<file path="src/hw/rtl/idfr_pkg.sv">
// ----------------------------------------------------------------------------
// idfr_pkg
// Shared types and constants for the ID allocator with FIFO reuse of freed IDs.
// ----------------------------------------------------------------------------
package idfr_pkg;

   localparam int MAX_IDS = 1024;
   localparam int ID_W    = 10;
   localparam int CAP_W   = 11;

   localparam logic ACT_ALLOC   = 1'b0;
   localparam logic ACT_RELEASE = 1'b1;

   localparam logic [1:0] STATUS_OK        = 2'd0;
   localparam logic [1:0] STATUS_RANGE     = 2'd1;
   localparam logic [1:0] STATUS_NOT_ALLOC = 2'd2;
   localparam logic [1:0] STATUS_EXHAUSTED = 2'd3;

   localparam logic [CAP_W-1:0] CAP_RESET = CAP_W'(1024);

   typedef struct packed {
      logic            action;
      logic [ID_W-1:0] id_in;
   } req_type;

   typedef struct packed {
      logic [ID_W-1:0] id_out;
      logic [1:0]      status;
   } rsp_type;

   // controller to datapath commands
   typedef struct packed {
      logic load;
      logic lookup;
      logic exec;
   } ctrl_cmd_type;

endpackage

</file>
<file path="src/hw/rtl/idfr_ctrl.sv">
// ----------------------------------------------------------------------------
// idfr_ctrl
// Sequencer: accept a transaction, look up memories, execute, go idle.
// ----------------------------------------------------------------------------
module idfr_ctrl
   import idfr_pkg::*;
(
   input  logic         clock,
   input  logic         reset,
   input  logic         start,
   output logic         busy,
   output ctrl_cmd_type cmd
);

   typedef enum logic [2:0] {
      IDLE   = 3'b001,
      LOOKUP = 3'b010,
      EXEC   = 3'b100
   } state_type;

   state_type state_ff;
   state_type state_in;

   always_comb begin
      state_in = state_ff;
      unique case (state_ff)
         IDLE: begin
            if (start) begin
               state_in = LOOKUP;
            end
         end
         LOOKUP: state_in = EXEC;
         EXEC:   state_in = IDLE;
         default: state_in = IDLE;
      endcase
   end

   always_ff @(posedge clock) begin
      if (reset) begin
         state_ff <= IDLE;
      end else begin
         state_ff <= state_in;
      end
   end

   assign busy       = (state_ff != IDLE);
   assign cmd.load   = (state_ff == IDLE) && start;
   assign cmd.lookup = (state_ff == LOOKUP);
   assign cmd.exec   = (state_ff == EXEC);

   a_load_then_lookup: assert property (@(posedge clock) disable iff (reset)
      cmd.load |=> cmd.lookup)
      else $error("accepted transaction did not go to lookup");

   a_exec_then_free: assert property (@(posedge clock) disable iff (reset)
      cmd.exec |=> !busy)
      else $error("controller not idle after execute");

   a_one_cmd: assert property (@(posedge clock) disable iff (reset)
      $onehot0({cmd.load, cmd.lookup, cmd.exec}))
      else $error("more than one command active");

endmodule

</file>
<file path="config.mk">
export PLATFORM = sky130hd
export DESIGN_NAME = idfr_ctrl
export DESIGN_NICKNAME = d
export VERILOG_FILES = /design/src/hw/rtl/idfr_pkg.sv /design/src/hw/rtl/idfr_ctrl.sv
export SDC_FILE = /design/constraint.sdc
export NUM_CORES = 1
export LEC_CHECK = 0
export BUFFER_PORTS_ARGS = -buffer_cell sky130_fd_sc_hd__buf_2
export CORE_AREA = 2 2 39 41
export DETAILED_ROUTE_END_ITERATION = 8
export DIE_AREA = 0 0 41 43
export SYNTH_ARGS = -nofsm -noshare
export SYNTH_HDL_FRONTEND = slang
export SYNTH_SLANG_ARGS = --single-unit
export TNS_END_PERCENT = 10
</file>
<file path="constraint.sdc">
create_clock -name clock -period 1.2 [get_ports clock]
set_input_delay 0 -clock clock [delete_from_list [all_inputs] [get_ports clock]]
set_output_delay 0 -clock clock [all_outputs]
set_load 0.02 [all_outputs]
</file>
# [Word-level counts from Yosys, hierarchy flattened]
# Index checks and enable logic that the tools add are counted.
[word_totals] regBits=3 in_bits=3 output_inout_bits=4 word_cells=9
[op_classes] n_eq_ne=5 mux=2 reduce_logical=1
[ops] op="$pmux 3 s2" count=1
[ops] op="$eq 3x1->1 const B" count=1
[ops] op="$eq 3x2->1 const B" count=1
[ops] op="$eq 3x3->1 const B" count=1
[ops] op="$mux 3" count=1
[ops] op="$ne 3x1->1 const B" count=1
[ops] op="$ne 2x2->1 const B" count=1
[ops] op="$logic_and 1x1->1" count=1

# [Longest topological paths before layout]
# Gate-level depths: netlist (run 1).
[logic_depth] depth_word=2 ltp_mapped=3 depth_no_buf=2

# [Least setup slack after synthesis (run 1)]
# Ideal clock, no wire load.
[synth_path] path_type="flip-flop to output port" start="register state_ff[0]" end="output cmd[2] in the netlist's numbering" arrival_time_ps=992 t_required_ps=1200 path_slack_ps=208 path_stages_with_launch=3 n_path_buf=0 cell_sequence="dfxtp_1 > or3b_4 > nor2_2"
[synth_lines] item="from (decl)" line="idfr_ctrl.sv:21" rtl="state_type state_ff;"
[synth_lines] item="from (signal assigned)" line="idfr_ctrl.sv:42" rtl="state_ff <= state_in;"
[synth_lines] item="to (decl)" line="idfr_ctrl.sv:12" rtl="output ctrl_cmd_type cmd"

==> key figures, run 1 <==
Layout
  – Leading cell type in the layout, fill and taps excluded: buf_2
  – Biggest registers after layout: state_ff x3
  – Biggest register: state_ff
  – Most frequent cells in the layout: 5 x buf_2, 3 x clkbuf_4, 2 x nand2b_1, 2 x dfxtp_2
  – Area Growth Syn to Fin: 66.1%
  – Layout cells sized above 1: between 50% and 60%
  – Antenna cells: 0
  – Flip-flop count of the largest register after layout: 3
  – Final nets: 29
  – Fin cells: 41

Worst hold path
  – Hold path start: start
  – Hold Crit Class: in2reg
  – Hold path depth: 3
  – Min-Delay Endpoint: state_ff[0]$_SDFFE_PP1P_

Global routing
  – Initial antenna violation count: 0
  – First-pass GRT wire length: between 400 and 500 um
  – Vias in the first global route: around 110
  – Grt total ovfl: 0
  – Pin count of the biggest net entering global routing: 7
  – Gr usage total: 4.31%

Yosys
  – Register bit total from synthesis: 3
  – Syn Nets: 18
  – Mapped Cells: 15
  – Netlist Area Pre-Place: between 100 and 150 um2
  – Seq/Total Area, Yosys: between 40% and 50%
  – Syn Area/Cell: ~9.3 um2
  – Post-synth cell types: 12
  – Ys Warns: 0

Timing
  – Relative slew slack: between 80% and 90%
  – Period utilisation layout: a little under 100%
  – Worst-Margin Slew: ~0.25 ns
  – Final Max Slew Viols: 0
  – Final setup violation count: 0
  – Final Skew: approximately 0.0020 ns
  – Final hold vios: 0
  – Unrepaired setup endpoints after global routing: true
  – Fmax: around 850 MHz
  – Post-layout min period: between 1 and 1.5 ns
  – Hold slack: just under 0.09 ns

Drt
  – Routed wire length: approximately 270 um
  – Post-DR vias/cell: 3.15
  – First DRT Iteration DRCs: 0
  – Residual DRC: 0
  – DR WL/cell: 6.59 um
  – Via count: 129
  – DRT antenna net count: 0
  – DRT Pass-1 Iters: 1

CTS
  – Root buffer cell: clkbuf_4
  – CTS tree: built
  – Post-CTS setup buffers: 0
  – Clock tree buffer depth: 2
  – CTS Buf Count: 3
  – Clock sinks: 3
  – Clock-pin transition on the worst setup and hold timing paths: around 0.04 ns
  – CTS H-tree depth: 1
  – Later-pin clock latency in the skew report: roughly 0.23 ns

Power
  – Switch share: about a quarter
  – Pleak: roughly 0.11 nW
  – Net Sw Power: approximately 0.000079 W
  – Power Density: about 1500 nW/um2
  – Peak supply drop: between 300 and 400 uV
  – Clock power frac: about half
  – Comb power frac: between 10% and 20%
  – Internal Power: ~0.00026 W
  – Flop pwr share: between 30% and 40%

Floorplanning
  – DIE AREA: roughly 1800 um2
  – Die Span Y: 43 um
  – Core Area: approximately 1400 um2
  – Initial Utilization: 10.1%
  – Die X: a little over 40 um
  – FP Rows: 14
  – IO Pins: 7

Place
  – Post-DP HPWL: between 200 and 250 um
  – Gp weighted congestion: around 0.46
  – Placed Cells: 36
  – Port Buffers: 6

Job
  – Max-Cap Viols: 0

Worst setup path
  – Crit path kind: reg2out
  – Reg2reg path depth: 2
  – Worst endpoint required time: 1.20 ns
  – Worst-path maximum fanout: 6
  – Crit Reg-Reg Endpoint: state_ff[0]$_SDFFE_PP1P_
  – R2R setup slack: around 0.32 ns
  – Worst EP arrival: 1.18 ns
  – Critical R2R Launch: state_ff[1]$_SDFFE_PP0P_
  – Startpoint types: flop
  – Crit. End Element: output port

Status
  – Status: complete, no violations
-- metal layers --
layer  global-route usage, %  vias to the layer above  part of all wire [%]
li1                        -                       71                     -
met1                    4.47                       52                    46
met2                    3.44                        6                    39
met3                    6.28                        0                    14
met4                    4.00                        0                     0
met5                       0                        -                     0
-- per-stage QoR --
step / util (%) / TNS [ns] / power, W / setup slack [ns] / area (um2)
after CTS: 16.1 / 0 / 0.000346 / 0.00760 / 223
after detailed placement: 13.2 / 0 / 0.000157 / 0.212 / 183
after global placement: 13.2 / 0 / 0.000157 / 0.237 / 183
after global routing: 16.8 / -0.0488 / 0.000371 / -0.0488 / 233
after floorplan: - / 0 / 0.000144 / 0.208 / 140
final: 16.8 / 0 / 0.000339 / 0.0214 / 233
-- cells by family (layout without fill, tap and decap cells) --
| kind of cell | after synthesis | after routing | share of synthesized area, % |
|---|---|---|---|
| flops | 3 | 3 | 42.9 |
| compound gates | 1 | 1 | 6.25 |
| buf+inv | 2 | 12 | 8.04 |
| simple gates | 9 | 9 | 42.9 |
-- repair_timing --
action	in CTS	in global routing
hold endpoints to repair	3	0
pin swaps	0	1
hold buffers	1	0
resized for setup	2	3
setup endpoints to repair	1	1
-- area by class of cell --
class                   instances  area (um2)
clock buffers                   4        26.3
fillers                       163        1150
inverters                       1        3.75
multi-input cells              10        73.8
flip-flops and latches          3        62.6
well taps                      16        20.0
repair buffers                  7        46.3
-- synth_stat cells --
cell type	number	share of area, %
nor3b_1	1	5.4
nor4_1	1	4.5
or3b_4	1	8.0
inv_1	1	2.7
nor2_2	1	4.5
nor2_1	1	2.7
dfxtp_1	3	43
nand2b_1	2	8.9
nor3_1	1	3.6
nand3b_1	1	5.4
buf_4	1	5.4
a211o_1	1	6.3
-- worst max path at each step --
stage | from | to | slack [ns] | cells past startpoint
final | state_ff[2]$_SDFFE_PP0P_ | cmd[2] | 0.02 | 3
after global routing | state_ff[2]$_SDFFE_PP0P_ | cmd[2] | -0.05 | 3
after CTS | state_ff[2]$_SDFFE_PP0P_ | cmd[2] | 0.008 | 3
after detailed placement | state_ff[0]$_SDFFE_PP1P_ | cmd[2] | 0.21 | 3
after global placement | state_ff[0]$_SDFFE_PP1P_ | cmd[2] | 0.24 | 3
after floorplan | state_ff[0]$_SDFFE_PP1P_ | cmd[2] | 0.21 | 2
-- power by group through the flow --
stage	Sequential, W	Combinational, W	Clock, W
after global placement	0.000112	0.0000448	0
after detailed placement	0.000112	0.0000449	0
after CTS	0.000111	0.0000495	0.000185
after global routing	0.000113	0.0000609	0.000197
after floorplan	0.000111	0.0000329	0
final	0.000112	0.0000547	0.000172
-- worst max-delay path: stages (launching register included) --
cell and delay [ns]:
dfxtp_2 0.33, or3b_4 0.41, nor2_4 0.09, buf_6 0.11
(Power assumes the default switching activity.)
==> inputs of run 2 (changes only) <==
--- a/config.mk
+++ b/config.mk
@@ -6,9 +6,12 @@
 export NUM_CORES = 1
 export LEC_CHECK = 0
 export BUFFER_PORTS_ARGS = -buffer_cell sky130_fd_sc_hd__buf_2
+export CELL_PAD_IN_SITES_DETAIL_PLACEMENT = 0
+export CELL_PAD_IN_SITES_GLOBAL_PLACEMENT = 1
 export CORE_AREA = 2 2 39 41
 export DETAILED_ROUTE_END_ITERATION = 8
 export DIE_AREA = 0 0 41 43
+export PLACE_DENSITY_LB_ADDON = 0.08
 export SYNTH_ARGS = -nofsm -noshare
 export SYNTH_HDL_FRONTEND = slang
 export SYNTH_SLANG_ARGS = --single-unit
==> constraint.sdc (replaced) <==
create_clock -name clock -period 1.29 [get_ports clock]
set_input_delay 0 -clock clock [delete_from_list [all_inputs] [get_ports clock]]
set_output_delay 0 -clock clock [all_outputs]
set_load 0.02 [all_outputs]
==> run 2 against run 1 <==
  * Register-to-register slack gained 0.07 ns
  * Sequential share of layout area grew 0.96 points
  * Clock power shrank 2%
  * Setup slack gained 0.058 ns
  * Critical endpoint unchanged
  * First-iteration DRC count is the same
  * Via count grew 10%
  * Sequential cell count is the same
  * Critical path depth is the same
  * Wire length grew 33%
  * Cell count is the same
  * Critical path type unchanged
  * Largest cell class unchanged
==> key figures, run 2 (synthesized netlist as in run 1, its figures left out) <==
Global routing
  – Initial antenna violation count: 0 (unchanged)
  – Vias in the first global route: 142 (+31%)
  – Grt total ovfl: 0 (unchanged)
  – First-pass GRT wire length: 572 um (+38%)
  – Gr usage total: 5.91% (+1.6 points)
  – Pin count of the biggest net entering global routing: 7 (unchanged)

Timing
  – Post-layout min period: around 1.2 ns
  – Final Skew: 0.00154 ns (-0.000508 ns)
  – Worst setup margin: 0.0795 ns (+0.0581 ns)
  – Period utilisation layout: 93.8%
  – Fmax: approximately 830 MHz
  – Unrepaired setup endpoints after global routing: false
  – Worst-Margin Slew: 0.197 ns (-0.0502 ns)
  – Final Max Slew Viols: 0 (unchanged)
  – Relative slew slack: 86.8% (+3.4 points)
  – Final hold vios: 0 (unchanged)
  – Hold slack: 0.0479 ns (-0.0405 ns)
  – Final setup violation count: 0 (unchanged)
  – Post-route setup TNS: 0 ns (unchanged)

Drt
  – Via count: 142 (+10%)
  – DRT antenna net count: 0 (unchanged)
  – DRT Pass-1 Iters: 1 (unchanged)
  – First DRT Iteration DRCs: 0 (unchanged)
  – Routed wire length: 358 um (+33%)
  – DR WL/cell: 8.73 um (+33%)
  – Residual DRC: 0 (unchanged)
  – Post-DR vias/cell: 3.46 (+10%)

CTS
  – CTS H-tree depth: 1 (unchanged)
  – Clock tree buffer depth: 2 (unchanged)
  – Clock sinks: 3 (unchanged)
  – Clock-pin transition on the worst setup and hold timing paths: 0.04 ns (about the same)
  – CTS tree: built
  – Post-CTS setup buffers: 0 (unchanged)
  – CTS Buf Count: 3 (unchanged)
  – Later-pin clock latency in the skew report: 0.23 ns (about the same)
  – Root buffer cell: clkbuf_4

Worst setup path
  – Worst-path maximum fanout: 5 (-1)
  – Crit. End Element: output port
  – Worst EP arrival: 1.21 ns (+0.03 ns)
  – Max incr delay on CP: 0.41 ns (about the same)
  – Crit-path leading delay family: simple AND/OR/NAND/NOR gates
  – Startpoint types: flop
  – Crit path kind: reg2out
  – Worst path bufs/invs: 1 (unchanged)
  – Critical R2R Launch: state_ff[1]$_SDFFE_PP0P_
  – R2R setup slack: 0.39 ns (+0.07 ns)
  – Worst endpoint required time: 1.29 ns (+0.09 ns)
  – Crit path from: state_ff[1]$_SDFFE_PP0P_
  – Worst path cell trace: or3b_4, nor2_2, buf_2
  – Slowest CP cell: or3b_4

Layout
  – Antenna cells: 0 (unchanged)
  – Most frequent cells in the layout: 6 x buf_2, 3 x clkbuf_4, 2 x nand2b_1, 2 x dfxtp_1
  – Fin cells: 41 (unchanged)
  – Biggest register: state_ff
  – Multi-input gate area: 68.8 um2 (-6.8%)
  – Biggest registers after layout: state_ff x3
  – Layout cells sized above 1: 48.0% (-4.0 points)
  – Final nets: 29 (unchanged)
  – Post-route cell area: 220 um2 (-5.4%)
  – Flip-flop count of the largest register after layout: 3 (unchanged)
  – Leading cell type in the layout, fill and taps excluded: buf_2
  – Area Growth Syn to Fin: 57.1%
  – Filler Cell Count: 177 (+8.6%)
  – Area occupied by registers: 61.3 um2 (-2.0%)

Floorplanning
  – DIE AREA: 1760 um2 (unchanged)
  – Die Span Y: 43 um (unchanged)
  – Core Area: 1380 um2 (unchanged)
  – FP Rows: 14 (unchanged)
  – Die X: 41 um (unchanged)
  – Initial Utilization: 10.1% (unchanged)
  – IO Pins: 7 (unchanged)

Worst hold path
  – Hold Crit Class: in2reg
  – Hold path start: start

Place
  – Gp weighted congestion: 0.524 (+14%)
  – Post-DP HPWL: 250 um (+20%)
  – Pre-CTS setup slack: 0.281 ns (+0.0696 ns)
  – Placed Cells: 36 (unchanged)
  – Port Buffers: 6 (unchanged)
  – Post-DP Area: 183 um2 (unchanged)

Power
  – Peak supply drop: 234 uV (-26%)
  – Pleak: 0.102 nW (-2.9%)
  – Power Density: 1440 nW/um2 (-1.3%)

Job
  – Max-Cap Viols: 0 (unchanged)

Status
  – Status: complete, no violations
## run 2: power breakdown
group | switching [W] | total, W | internal, W
clock | 0.0000517 | 0.000168 | 0.000116
combinational | 0.0000219 | 0.0000439 | 0.0000220
sequential | 0.00000559 | 0.000104 | 0.0000987
## run 2: timing repair
action,4_1_cts,5_1_grt
setup endpoints to repair,0,1
endpoints found under the hold margin,3,0
hold buffers,1,0
gates resized for setup,0,1
## run 2: per-layer routing
metal	routed length [um]	global-route usage, %
met1	149	5.41
met2	162	5.63
met3	33	4.71
met4	13	10.0
met5	0	0
## run 2: through the flow
step	utilization (%)	power, W
finish	15.9	0.000316
global route	15.9	0.000343
CTS	15.8	0.000326
detailed placement	13.2	0.000148
global placement	13.2	0.000148
floorplan	-	0.000134
## run 2: path summary, 6_finish.rpt
path	endpoint	cells after the start
hold / removal	state_ff[1]$_SDFFE_PP0P_	3
hold reg to reg	state_ff[1]$_SDFFE_PP0P_	2
setup / recovery	cmd[2]	3
setup reg to reg	state_ff[0]$_SDFFE_PP1P_	2
## run 2: worst min-delay path, stage by stage
cell and delay [ns]:
buf_2 0.10, inv_1 0.08, nor4_1 0.05
## run 2: final cells by class
type / instances / area share (%)
multi-input combinational: 10 / 31.3
sequential: 3 / 27.8
timing repair buffer: 7 / 18.2
clock buffer: 4 / 11.9
tap: 16 / 9.09
inverter: 1 / 1.70
